### config.mk
export PLATFORM = sky130hd
export DESIGN_NAME = plane_coef_delta_varint_encoder_core
export DESIGN_NICKNAME = d
export VERILOG_FILES = /design/src/sv/pcdve_pkg.sv /design/src/sv/pcdve_alu.sv /design/src/sv/pcdve_grid_pos.sv /design/src/sv/plane_coef_delta_varint_encoder_core.sv
export SDC_FILE = /design/constraint.sdc
export NUM_CORES = 2
export LEC_CHECK = 0
export ABC_AREA = 0
export ABC_CLOCK_PERIOD_IN_PS = 12300
export BUFFER_PORTS_ARGS = -buffer_cell sky130_fd_sc_hd__clkbuf_2
export CAP_MARGIN = 20
export CORE_ASPECT_RATIO = 1.1
export CORE_MARGIN = 1.5
export CORE_UTILIZATION = 25
export DETAILED_ROUTE_END_ITERATION = 8
export SLEW_MARGIN = 20
export SYNTH_ARGS = -nofsm -noshare
export SYNTH_HDL_FRONTEND = slang
export SYNTH_SLANG_ARGS = --single-unit
### constraint.sdc
create_clock -name aclk -period 12.3 [get_ports aclk]
set_input_delay 2.46 -clock aclk [delete_from_list [all_inputs] [get_ports aclk]]
set_output_delay 2.46 -clock aclk [all_outputs]
set_load 0.02 [all_outputs]
### src/sv/pcdve_pkg.sv
// ----------------------------------------------------------------------------
// pcdve_pkg
// Shared types and constants for the plane coefficient delta varint encoder.
// ----------------------------------------------------------------------------
package pcdve_pkg;

    localparam int COEF_W = 32;
    localparam int CFG_W  = 16;
    localparam int CFG_IDX_W = 2;
    localparam int BYTE_W = 8;
    localparam int CIDX_W = 2;

    localparam logic [CFG_IDX_W-1:0] CFG_TILE_SIZE    = 2'd0;
    localparam logic [CFG_IDX_W-1:0] CFG_TILES_ACROSS = 2'd1;
    localparam logic [CFG_IDX_W-1:0] CFG_TILES_DOWN   = 2'd2;

    localparam logic [CFG_W-1:0] TILE_SIZE_RESET    = 16'd32;
    localparam logic [CFG_W-1:0] TILES_ACROSS_RESET = 16'd1;
    localparam logic [CFG_W-1:0] TILES_DOWN_RESET   = 16'd1;

    localparam logic [CIDX_W-1:0] COEF_OFFSET  = 2'd0;
    localparam logic [CIDX_W-1:0] COEF_SLOPE_X = 2'd1;
    localparam logic [CIDX_W-1:0] COEF_SLOPE_Y = 2'd2;

    localparam logic [COEF_W-1:0] VARINT_LIMIT = 32'h0000_0080;
    localparam int VARINT_SHIFT = 7;

    typedef enum logic {
        ALU_ADD,
        ALU_SUB
    } alu_op_t;

    typedef struct packed {
        alu_op_t           op;
        logic [COEF_W-1:0] a;
        logic [COEF_W-1:0] b;
    } alu_req_t;

    typedef struct packed {
        logic col_zero;
        logic row_zero;
    } pos_status_t;

endpackage

### src/sv/pcdve_alu.sv
// ----------------------------------------------------------------------------
// pcdve_alu
// Shared 32-bit add/subtract unit, used for the offset step and every delta.
// ----------------------------------------------------------------------------
module pcdve_alu (
    input  pcdve_pkg::alu_req_t          req,
    output logic [pcdve_pkg::COEF_W-1:0] y
);
    import pcdve_pkg::*;

    always_comb begin
        unique case (req.op)
            ALU_ADD: y = req.a + req.b;
            ALU_SUB: y = req.a - req.b;
            default: y = req.a + req.b;
        endcase
    end

endmodule

### src/sv/pcdve_grid_pos.sv
// ----------------------------------------------------------------------------
// pcdve_grid_pos
// Row-major tile position counter with wrap at the end of the grid.
// ----------------------------------------------------------------------------
module pcdve_grid_pos (
    input  logic                        aclk,
    input  logic                        aresetn,
    input  logic                        advance,
    input  logic [pcdve_pkg::CFG_W-1:0] tiles_across,
    input  logic [pcdve_pkg::CFG_W-1:0] tiles_down,
    output pcdve_pkg::pos_status_t      status
);
    import pcdve_pkg::*;

    logic [CFG_W-1:0] column_pos_reg, column_pos_next;
    logic [CFG_W-1:0] row_pos_reg, row_pos_next;
    logic [CFG_W:0]   col_inc;
    logic [CFG_W:0]   row_inc;

    assign col_inc = {1'b0, column_pos_reg} + 1'b1;
    assign row_inc = {1'b0, row_pos_reg} + 1'b1;

    always_comb begin
        column_pos_next = column_pos_reg;
        row_pos_next    = row_pos_reg;
        if (advance) begin
            if (col_inc >= {1'b0, tiles_across}) begin
                column_pos_next = '0;
                if (row_inc >= {1'b0, tiles_down}) begin
                    row_pos_next = '0;
                end else begin
                    row_pos_next = row_inc[CFG_W-1:0];
                end
            end else begin
                column_pos_next = col_inc[CFG_W-1:0];
            end
        end
    end

    always_ff @(posedge aclk) begin
        if (!aresetn) begin
            column_pos_reg <= '0;
            row_pos_reg    <= '0;
        end else begin
            column_pos_reg <= column_pos_next;
            row_pos_reg    <= row_pos_next;
        end
    end

    assign status.col_zero = (column_pos_reg == '0);
    assign status.row_zero = (row_pos_reg == '0);

endmodule

### src/sv/plane_coef_delta_varint_encoder_core.sv
// ----------------------------------------------------------------------------
// plane_coef_delta_varint_encoder_core
// Predicts tile plane coefficients from neighbors and emits zigzag varints.
// ----------------------------------------------------------------------------
// Each input request carries one tile's offset, x-slope and y-slope, with
// tiles in row-major order over the grid set by the tile registers. The
// block predicts each coefficient from the left tile, from the first tile
// of the row above, or from zero at the grid origin, and sends the wrapped
// differences as zigzag LEB128 bytes, one byte per output request, with
// m_last_of_tile set on the final byte of the tile.
// Timing: the offset step product is registered when an input request is
// accepted, S_PRED adds it to the neighbor offset, then each coefficient
// passes through S_DIFF for its difference and S_EMIT for its bytes. An
// item has 3 to 15 bytes. s_ready stays low from acceptance until the last
// byte is taken and returns the cycle after it, so a new request is not
// accepted before the previous tile has been fully sent. This pace is set
// by the single shared adder and the one-byte output shifter. A stalled
// receiver simply holds the current byte.
// Reset clears the grid position and neighbor coefficients and restores
// the register defaults (tile size 32, a one by one grid).
// ----------------------------------------------------------------------------
module plane_coef_delta_varint_encoder_core (
    input  logic                               aclk,
    input  logic                               aresetn,
    input  logic                               cfg_we,
    input  logic [pcdve_pkg::CFG_IDX_W-1:0]    cfg_index,
    input  logic [pcdve_pkg::CFG_W-1:0]        cfg_wdata,
    input  logic                               s_valid,
    output logic                               s_ready,
    input  logic signed [pcdve_pkg::COEF_W-1:0] s_coef_offset,
    input  logic signed [pcdve_pkg::COEF_W-1:0] s_coef_slope_x,
    input  logic signed [pcdve_pkg::COEF_W-1:0] s_coef_slope_y,
    output logic                               m_valid,
    input  logic                               m_ready,
    output logic [pcdve_pkg::BYTE_W-1:0]       m_out_byte,
    output logic [pcdve_pkg::CIDX_W-1:0]       m_coef_index,
    output logic                               m_last_of_tile
);
    import pcdve_pkg::*;

    typedef enum logic [1:0] {
        S_IDLE,
        S_PRED,
        S_DIFF,
        S_EMIT
    } state_t;

    state_t state_reg;

    logic [CFG_W-1:0]  tile_size_reg, tiles_across_reg, tiles_down_reg;
    logic [COEF_W-1:0] left_off_reg, left_sx_reg, left_sy_reg;
    logic [COEF_W-1:0] row_off_reg, row_sx_reg, row_sy_reg;
    logic [COEF_W-1:0] cf0_reg, cf1_reg, cf2_reg;
    logic [COEF_W-1:0] base_reg, prod_reg;
    logic [COEF_W-1:0] pred0_reg, pred1_reg, pred2_reg;
    logic [COEF_W-1:0] u_reg;
    logic [CIDX_W-1:0] k_reg;

    pos_status_t       pos;
    alu_req_t          alu_req;
    logic [COEF_W-1:0] alu_y;
    logic [COEF_W-1:0] zz;
    logic [COEF_W-1:0] mul_slope, sel_base, sel_p1, sel_p2;
    logic [COEF_W+CFG_W-1:0] prod_full;
    logic [COEF_W-1:0] cur_cf, cur_pred;
    logic              accept_in, accept_out, more_bytes;

    assign s_ready    = (state_reg == S_IDLE);
    assign accept_in  = s_valid && s_ready;
    assign m_valid    = (state_reg == S_EMIT);
    assign accept_out = m_valid && m_ready;
    assign more_bytes = (u_reg >= VARINT_LIMIT);

    assign m_out_byte     = more_bytes ? {1'b1, u_reg[BYTE_W-2:0]} : u_reg[BYTE_W-1:0];
    assign m_coef_index   = k_reg;
    assign m_last_of_tile = !more_bytes && (k_reg == COEF_SLOPE_Y);

    // Predictor sources for the tile about to be accepted.
    always_comb begin
        if (!pos.col_zero) begin
            sel_base  = left_off_reg;
            mul_slope = left_sx_reg;
            sel_p1    = left_sx_reg;
            sel_p2    = left_sy_reg;
        end else if (!pos.row_zero) begin
            sel_base  = row_off_reg;
            mul_slope = row_sy_reg;
            sel_p1    = row_sx_reg;
            sel_p2    = row_sy_reg;
        end else begin
            sel_base  = '0;
            mul_slope = '0;
            sel_p1    = '0;
            sel_p2    = '0;
        end
    end

    assign prod_full = mul_slope * tile_size_reg;

    always_comb begin
        case (k_reg)
            COEF_OFFSET: begin
                cur_cf   = cf0_reg;
                cur_pred = pred0_reg;
            end
            COEF_SLOPE_X: begin
                cur_cf   = cf1_reg;
                cur_pred = pred1_reg;
            end
            default: begin
                cur_cf   = cf2_reg;
                cur_pred = pred2_reg;
            end
        endcase
    end

    always_comb begin
        if (state_reg == S_PRED) begin
            alu_req.op = ALU_ADD;
            alu_req.a  = base_reg;
            alu_req.b  = prod_reg;
        end else begin
            alu_req.op = ALU_SUB;
            alu_req.a  = cur_cf;
            alu_req.b  = cur_pred;
        end
    end

    assign zz = {alu_y[COEF_W-2:0], 1'b0} ^ {COEF_W{alu_y[COEF_W-1]}};

    pcdve_alu u_alu (
        .req (alu_req),
        .y   (alu_y)
    );

    pcdve_grid_pos u_grid_pos (
        .aclk         (aclk),
        .aresetn      (aresetn),
        .advance      (accept_in),
        .tiles_across (tiles_across_reg),
        .tiles_down   (tiles_down_reg),
        .status       (pos)
    );

    always_ff @(posedge aclk) begin
        if (!aresetn) begin
            state_reg        <= S_IDLE;
            k_reg            <= COEF_OFFSET;
            tile_size_reg    <= TILE_SIZE_RESET;
            tiles_across_reg <= TILES_ACROSS_RESET;
            tiles_down_reg   <= TILES_DOWN_RESET;
            left_off_reg     <= '0;
            left_sx_reg      <= '0;
            left_sy_reg      <= '0;
            row_off_reg      <= '0;
            row_sx_reg       <= '0;
            row_sy_reg       <= '0;
        end else begin
            if (cfg_we) begin
                unique case (cfg_index)
                    CFG_TILE_SIZE:    tile_size_reg    <= cfg_wdata;
                    CFG_TILES_ACROSS: tiles_across_reg <= cfg_wdata;
                    CFG_TILES_DOWN:   tiles_down_reg   <= cfg_wdata;
                    default: ;
                endcase
            end
            unique case (state_reg)
                S_IDLE: begin
                    if (accept_in) begin
                        cf0_reg      <= s_coef_offset;
                        cf1_reg      <= s_coef_slope_x;
                        cf2_reg      <= s_coef_slope_y;
                        base_reg     <= sel_base;
                        prod_reg     <= prod_full[COEF_W-1:0];
                        pred1_reg    <= sel_p1;
                        pred2_reg    <= sel_p2;
                        left_off_reg <= s_coef_offset;
                        left_sx_reg  <= s_coef_slope_x;
                        left_sy_reg  <= s_coef_slope_y;
                        if (pos.col_zero) begin
                            row_off_reg <= s_coef_offset;
                            row_sx_reg  <= s_coef_slope_x;
                            row_sy_reg  <= s_coef_slope_y;
                        end
                        k_reg     <= COEF_OFFSET;
                        state_reg <= S_PRED;
                    end
                end
                S_PRED: begin
                    pred0_reg <= alu_y;
                    state_reg <= S_DIFF;
                end
                S_DIFF: begin
                    u_reg     <= zz;
                    state_reg <= S_EMIT;
                end
                S_EMIT: begin
                    if (accept_out) begin
                        if (more_bytes) begin
                            u_reg <= u_reg >> VARINT_SHIFT;
                        end else if (k_reg == COEF_SLOPE_Y) begin
                            state_reg <= S_IDLE;
                        end else begin
                            k_reg     <= k_reg + 1'b1;
                            state_reg <= S_DIFF;
                        end
                    end
                end
                default: state_reg <= S_IDLE;
            endcase
        end
    end

    a_no_overlap: assert property (@(posedge aclk) disable iff (!aresetn)
        m_valid |-> !s_ready)
        else $error("input taken while a result byte is pending");

    a_busy_after_accept: assert property (@(posedge aclk) disable iff (!aresetn)
        (s_valid && s_ready) |=> !s_ready)
        else $error("block ready again right after accepting a tile");

    a_last_on_slope_y: assert property (@(posedge aclk) disable iff (!aresetn)
        (m_valid && m_last_of_tile) |-> (m_coef_index == COEF_SLOPE_Y))
        else $error("tile end flagged on a coefficient other than slope y");

    a_cont_not_last: assert property (@(posedge aclk) disable iff (!aresetn)
        (m_valid && m_out_byte[BYTE_W-1]) |-> !m_last_of_tile)
        else $error("continuation byte flagged as the last of the tile");

    a_hold_on_stall: assert property (@(posedge aclk) disable iff (!aresetn)
        (m_valid && !m_ready) |=> (m_valid && $stable(m_out_byte)
                                   && $stable(m_coef_index)))
        else $error("pending result byte changed under a stall");

endmodule

# After elaboration in Yosys (flattened, before gate mapping)
# Index checks and enable logic that the tools add are counted.
[word_totals]
reg_bits = 564
wordCells = 94
ramBits = 0
latch_bits = 0
output_inout_bits = 13
inputBits = 119
mem_bits_ro = 0
memories = 0
[op_classes]
n_shift = 0
n_mux = 27
add_sub_neg = 5
n_div = 0
n_eq_ne = 12
reduce_logical = 22
magnitude_cmp = 3
n_mul = 1
bitwise_logic = 2
[op_table]
columns = ["cell", "count"]
rows = [
  ["$mux W32", 9],
  ["$pmux W32 S2", 4],
  ["$mux W65", 1],
  ["$add A16 B1 Y17 const B", 2],
  ["$ge A17 B16 Y1", 2],
  ["$add A32 B32 Y32", 1],
  ["$ge A32 B8 Y1 const B", 1],
  ["$logic_not A16 Y1", 2],
  ["$mul A32 B16 Y32", 1],
  ["$mux W16", 2],
  ["$sub A32 B32 Y32", 1],
  ["$xor A32 B32 Y32", 1],
  ["$mux W2", 8],
  ["$reduce_and A2 Y1", 6],
  ["$reduce_and A3 Y1", 3],
  ["$eq A2 B2 Y1 const B", 4],
  ["$mux W8", 1],
  ["$pmux W2 S4", 1],
  ["$eq A2 B1 Y1 const B", 3],
  ["$logic_not A2 Y1", 3],
  ["$ne A2 B1 Y1 const B", 3],
  ["$reduce_and A5 Y1", 1],
  ["$ne A2 B2 Y1 const B", 2],
  ["$pmux W2 S2", 1],
  ["6 further kinds", 9],
]

# Longest topological paths before layout
[logic_depth]
ltp_word = 7
mapped_depth = 34
mapped_depth_nobuf = 30

# Modules after synthesis
# From an unflattened synthesis, not the netlist that was laid out.
[hier_totals]
cells_unflattened = 4204
hier_area_um2 = 37701.2
[modules_own_cells]
columns = ["module", "area_each_um2", "n_inst", "seq_area_each_um2", "cells_each"]
rows = [
  ["plane_coef_delta_varint_encoder_core", 32142.1, 1, 13533.0, 3440],
  ["pcdve_grid_pos", 3160.5, 1, 640.6, 408],
  ["pcdve_alu", 2398.6, 1, 0.0, 356],
]

# Worst setup path before layout
# Ideal clock, no wire load.
[synth_path]
path_kind = "input to register"
from = "input port aresetn"
to = "register u_grid_pos.row_pos_reg[12]"
arrival_time_ps = 9648
stages = 8
path_slack_ps = 2577
setup_ps = 74
n_path_buf = 3
required_time_ps = 12226
path_cell_list = "clkbuf_1 > and3_1 > o2111ai_1 > nor3_1 > clkbuf_1 > buf_2 > nand2_1 > a31oi_1"
[synth_rtl]
columns = ["item", "line_no", "text"]
rows = [
  ["from (decl)", "plane_coef_delta_varint_encoder_core.sv:24", "input logic aresetn,"],
  ["to (signal assigned)", "pcdve_grid_pos.sv:46", "row_pos_reg <= row_pos_next;"],
  ["to (decl)", "pcdve_grid_pos.sv:16", "logic [CFG_W-1:0] row_pos_reg, row_pos_next;"],
]

# Worst setup path after layout
[layout_path]
from = "register u_grid_pos.column_pos_reg[0]"
to = "register prod_reg[30], data pin"
[layout_via]
elab_chain_cells = 3
[layout_rtl]
columns = ["item", "line_no", "text"]
rows = [
  ["from (decl)", "pcdve_grid_pos.sv:15", "logic [CFG_W-1:0] column_pos_reg, column_pos_next;"],
  ["from (signal assigned)", "pcdve_grid_pos.sv:45", "column_pos_reg <= column_pos_next;"],
  ["$logic_not A16 Y1", "pcdve_grid_pos.sv:50", "assign status.col_zero = (column_pos_reg == '0);"],
  ["$mux W32", "plane_coef_delta_varint_encoder_core.sv:80", "if (!pos.col_zero) begin"],
  ["$mul A32 B16 Y32", "plane_coef_delta_varint_encoder_core.sv:98", "assign prod_full = mul_slope * tile_size_reg;"],
  ["net prod_full[30]", "plane_coef_delta_varint_encoder_core.sv:64", "logic [COEF_W+CFG_W-1:0] prod_full;"],
  ["to (signal assigned)", "plane_coef_delta_varint_encoder_core.sv:174", "prod_reg <= prod_full[COEF_W-1:0];"],
  ["to (decl)", "plane_coef_delta_varint_encoder_core.sv:54", "logic [COEF_W-1:0] base_reg, prod_reg;"],
]
# The timed path passes the listed nets, and every way through them passes these cells.
# A chain may end at the register's enable or synchronous reset.

==> results_dict.tcl <==
set metrics [dict create \
    status "completed" \
    yosys_warnings 0 \
    gp_congestion 0.877 \
    irDropWorstVdd_uv 131 \
    slowest_delay_ns 0.71 \
    drtIter0Drc 1876 \
    cts.clk_slew.worst_paths_ns 0.06 \
    core_sq_um 150000 \
    hold_class "reg2reg" \
    start_kind "flip-flop" \
    worstSetupEndpointType "flip-flop" \
    yosysSeqAreaShare_pct 37.7 \
    crit_slowest_cell "a22o_1" \
    synthCells 3923 \
    holdBufCountCts 0 \
    syn_nets 4483 \
    setup_violations 0 \
    drive_gt1_share_pct 7.51 \
    mostFrequentLayoutCells "nand2_1 (853), inv_1 (396), fa_1 (305)" \
    layout.nets 4478 \
    dp.cells 5818 \
    synthToLayoutAreaGrowth_pct 12.2 \
    power.net_switching_mw 1.70 \
    clock.fmax_ghz 0.107 \
    slew_viol_final 0 \
    tightest_slew_ns 1.04 \
    clock_latency_ns 0.66 \
    initial_core_util_pct 25.1 \
    synth_ff_type "edfxtp_1" \
    ys_types 79 \
    grt_antenna_before_repair 13 \
    cts.repair.resized 0 \
    cp.required_ns 12.70 \
    synth_edf_count 288 \
    clockRootBuffer "clkbuf_16" \
    rows 149 \
    clockBufferDepth 3 \
    swShare_pct 31.8 \
    dieWidth_um 373 \
    design.die.area_sq_um 153000 \
    rsz0062_at_grt "no" \
    cpMostUsedCell "fa_1" \
    maxCapViolCount 0 \
    synth_seq_cells 564 \
    wirelength_um 112000 \
    p_clk_share_pct 33.8 \
    ios 132 \
    async_reset_ff_share_pct 0 \
    timing.final.ws_setup_ns 2.96 \
    final_common_cell "nand2_1" \
    die_y_um 410 \
    grt_pass1_wl_um 171000 \
    pwr-share-seq_pct 42.2 \
    cts_buffers 60 \
    cts_tree "done" \
    cp_max_fo 36 \
    overflow 0 \
    io_buffers 131 \
    period_needed_ns 9.34 \
    clkSinkCount 564 \
    dp_hpwl_um 81300 \
    vias_per_cell 4.72 \
    wl_per_cell_um 18.8 \
    p_comb_share_pct 24.0 \
    synth_area_sq_um 37600 \
    fin_worst_skew_ns 0.0324 \
    first_pass_iters 6 \
    vias 28048 \
    grt_max_degree 163 \
    period_share_pct 76.0 \
    instances_no_fill 5939 \
    powerDensity_nw_per_um2 127 \
    relSlewSlack_pct 30.5 \
    p_leak_nw 16.5 \
    final_hold_viol_count 0 \
    whs_ns 0.462 \
    grt_use_total_pct 14.4 \
    dp_slack_ns 3.08 \
    cts_setup_buffers 0 \
    finalSetupTns_ns 0 \
    drc 0 \
    path_class "reg2reg" \
    grt_pass1_vias 28150 \
    syn_avg_cell_area_sq_um 9.58 \
    p_int_mw 3.65 \
    worstPathArrival_ns 9.75 \
    htree_levels 2 \
    ant_nets 0 \
]
-- critical path: cells and delay by family, from the launching register on --
family / cells / cell delay (ns)
fa+ha+maj: 8 / 3.30
compound gates: 11 / 3.67
flops: 1 / 0.36
buf+inv: 6 / 0.79
xor+xnor: 1 / 0.08
simple gates: 3 / 0.83
-- final cells by class --
type	instances	area (sq um)
flip-flops and latches	564	14200
clock buffers	86	1730
inverters	397	1490
clock inverters	28	229
fillers	15737	107000
multi-input cells	2721	21000
repair buffers	174	1040
diodes	6	15.0
well taps	1963	2460
-- path summary, 6_finish.rpt --
check | depth (start not counted) | end | from | slack [ns]
worst max register to register | 29 | prod_reg[30] | u_grid_pos.column_pos_reg[0] | 2.96
worst min register to register | 2 | tiles_down_reg[10] | tiles_down_reg[10] | 0.46
worst max-delay path | 29 | prod_reg[30] | u_grid_pos.column_pos_reg[0] | 2.96
worst min-delay path | 2 | tiles_down_reg[10] | tiles_down_reg[10] | 0.46
-- stage by stage --
stage / utilization, % / cell area, sq um / total power, mW
6_report: 28.2 / 42200 / 5.36
5_1_grt: 28.2 / 42200 / 5.59
4_1_cts: 28.2 / 42100 / 5.38
3_5_place_dp: 26.9 / 40200 / 3.56
3_3_place_gp: 26.9 / 40200 / 3.55
2_1_floorplan: - / 37600 / 3.17
-- cells by family after synthesis --
family                   synth area share [%]
AO/OA/AOI/OAI                            15.5
XOR/XNOR                                 4.18
adder cells (fa/ha/maj)                  20.8
buffers and inverters                    6.58
flip-flops                               37.7
multiplexers                           0.0566
AND/OR/NAND/NOR                          15.2
-- cells in the mapped netlist (49+ instances only) --
master      n  area [sq um]
nand2_1   854          3210
inv_1     396          1490
fa_1      305          6110
edfxtp_1  288          8650
dfxtp_1   276          5530
a21boi_0  248          1860
clkbuf_1  200           751
a22o_1    156          1370
and2_1    148           926
ha_1      136          1700
nor2_1    114           428
xnor2_1    94           823
o21ai_0    73           365
a21oi_1    72           360
xor2_1     72           631
nand3_1    49           245
-- routing by layer --
layer	wire length [um]	track usage [%]	vias up	part of all wire, %
met5	77	0	-	0.069
met3	5810	1.95	246	5.2
met2	54000	24.4	773	48
met4	5540	7.05	12	5.0
met1	46500	18.1	13999	42
li1	-	-	13018	-
-- power groups by stage --
stage | logic, mW | registers, mW | clock network (mW)
final | 1.29 | 2.26 | 1.81
after global routing | 1.40 | 2.27 | 1.92
after CTS | 1.27 | 2.26 | 1.84
after detailed placement | 1.26 | 2.30 | 0
after global placement | 1.25 | 2.30 | 0
after floorplan | 0.892 | 2.27 | 0
Note: power is estimated with default switching activity, not from simulation.
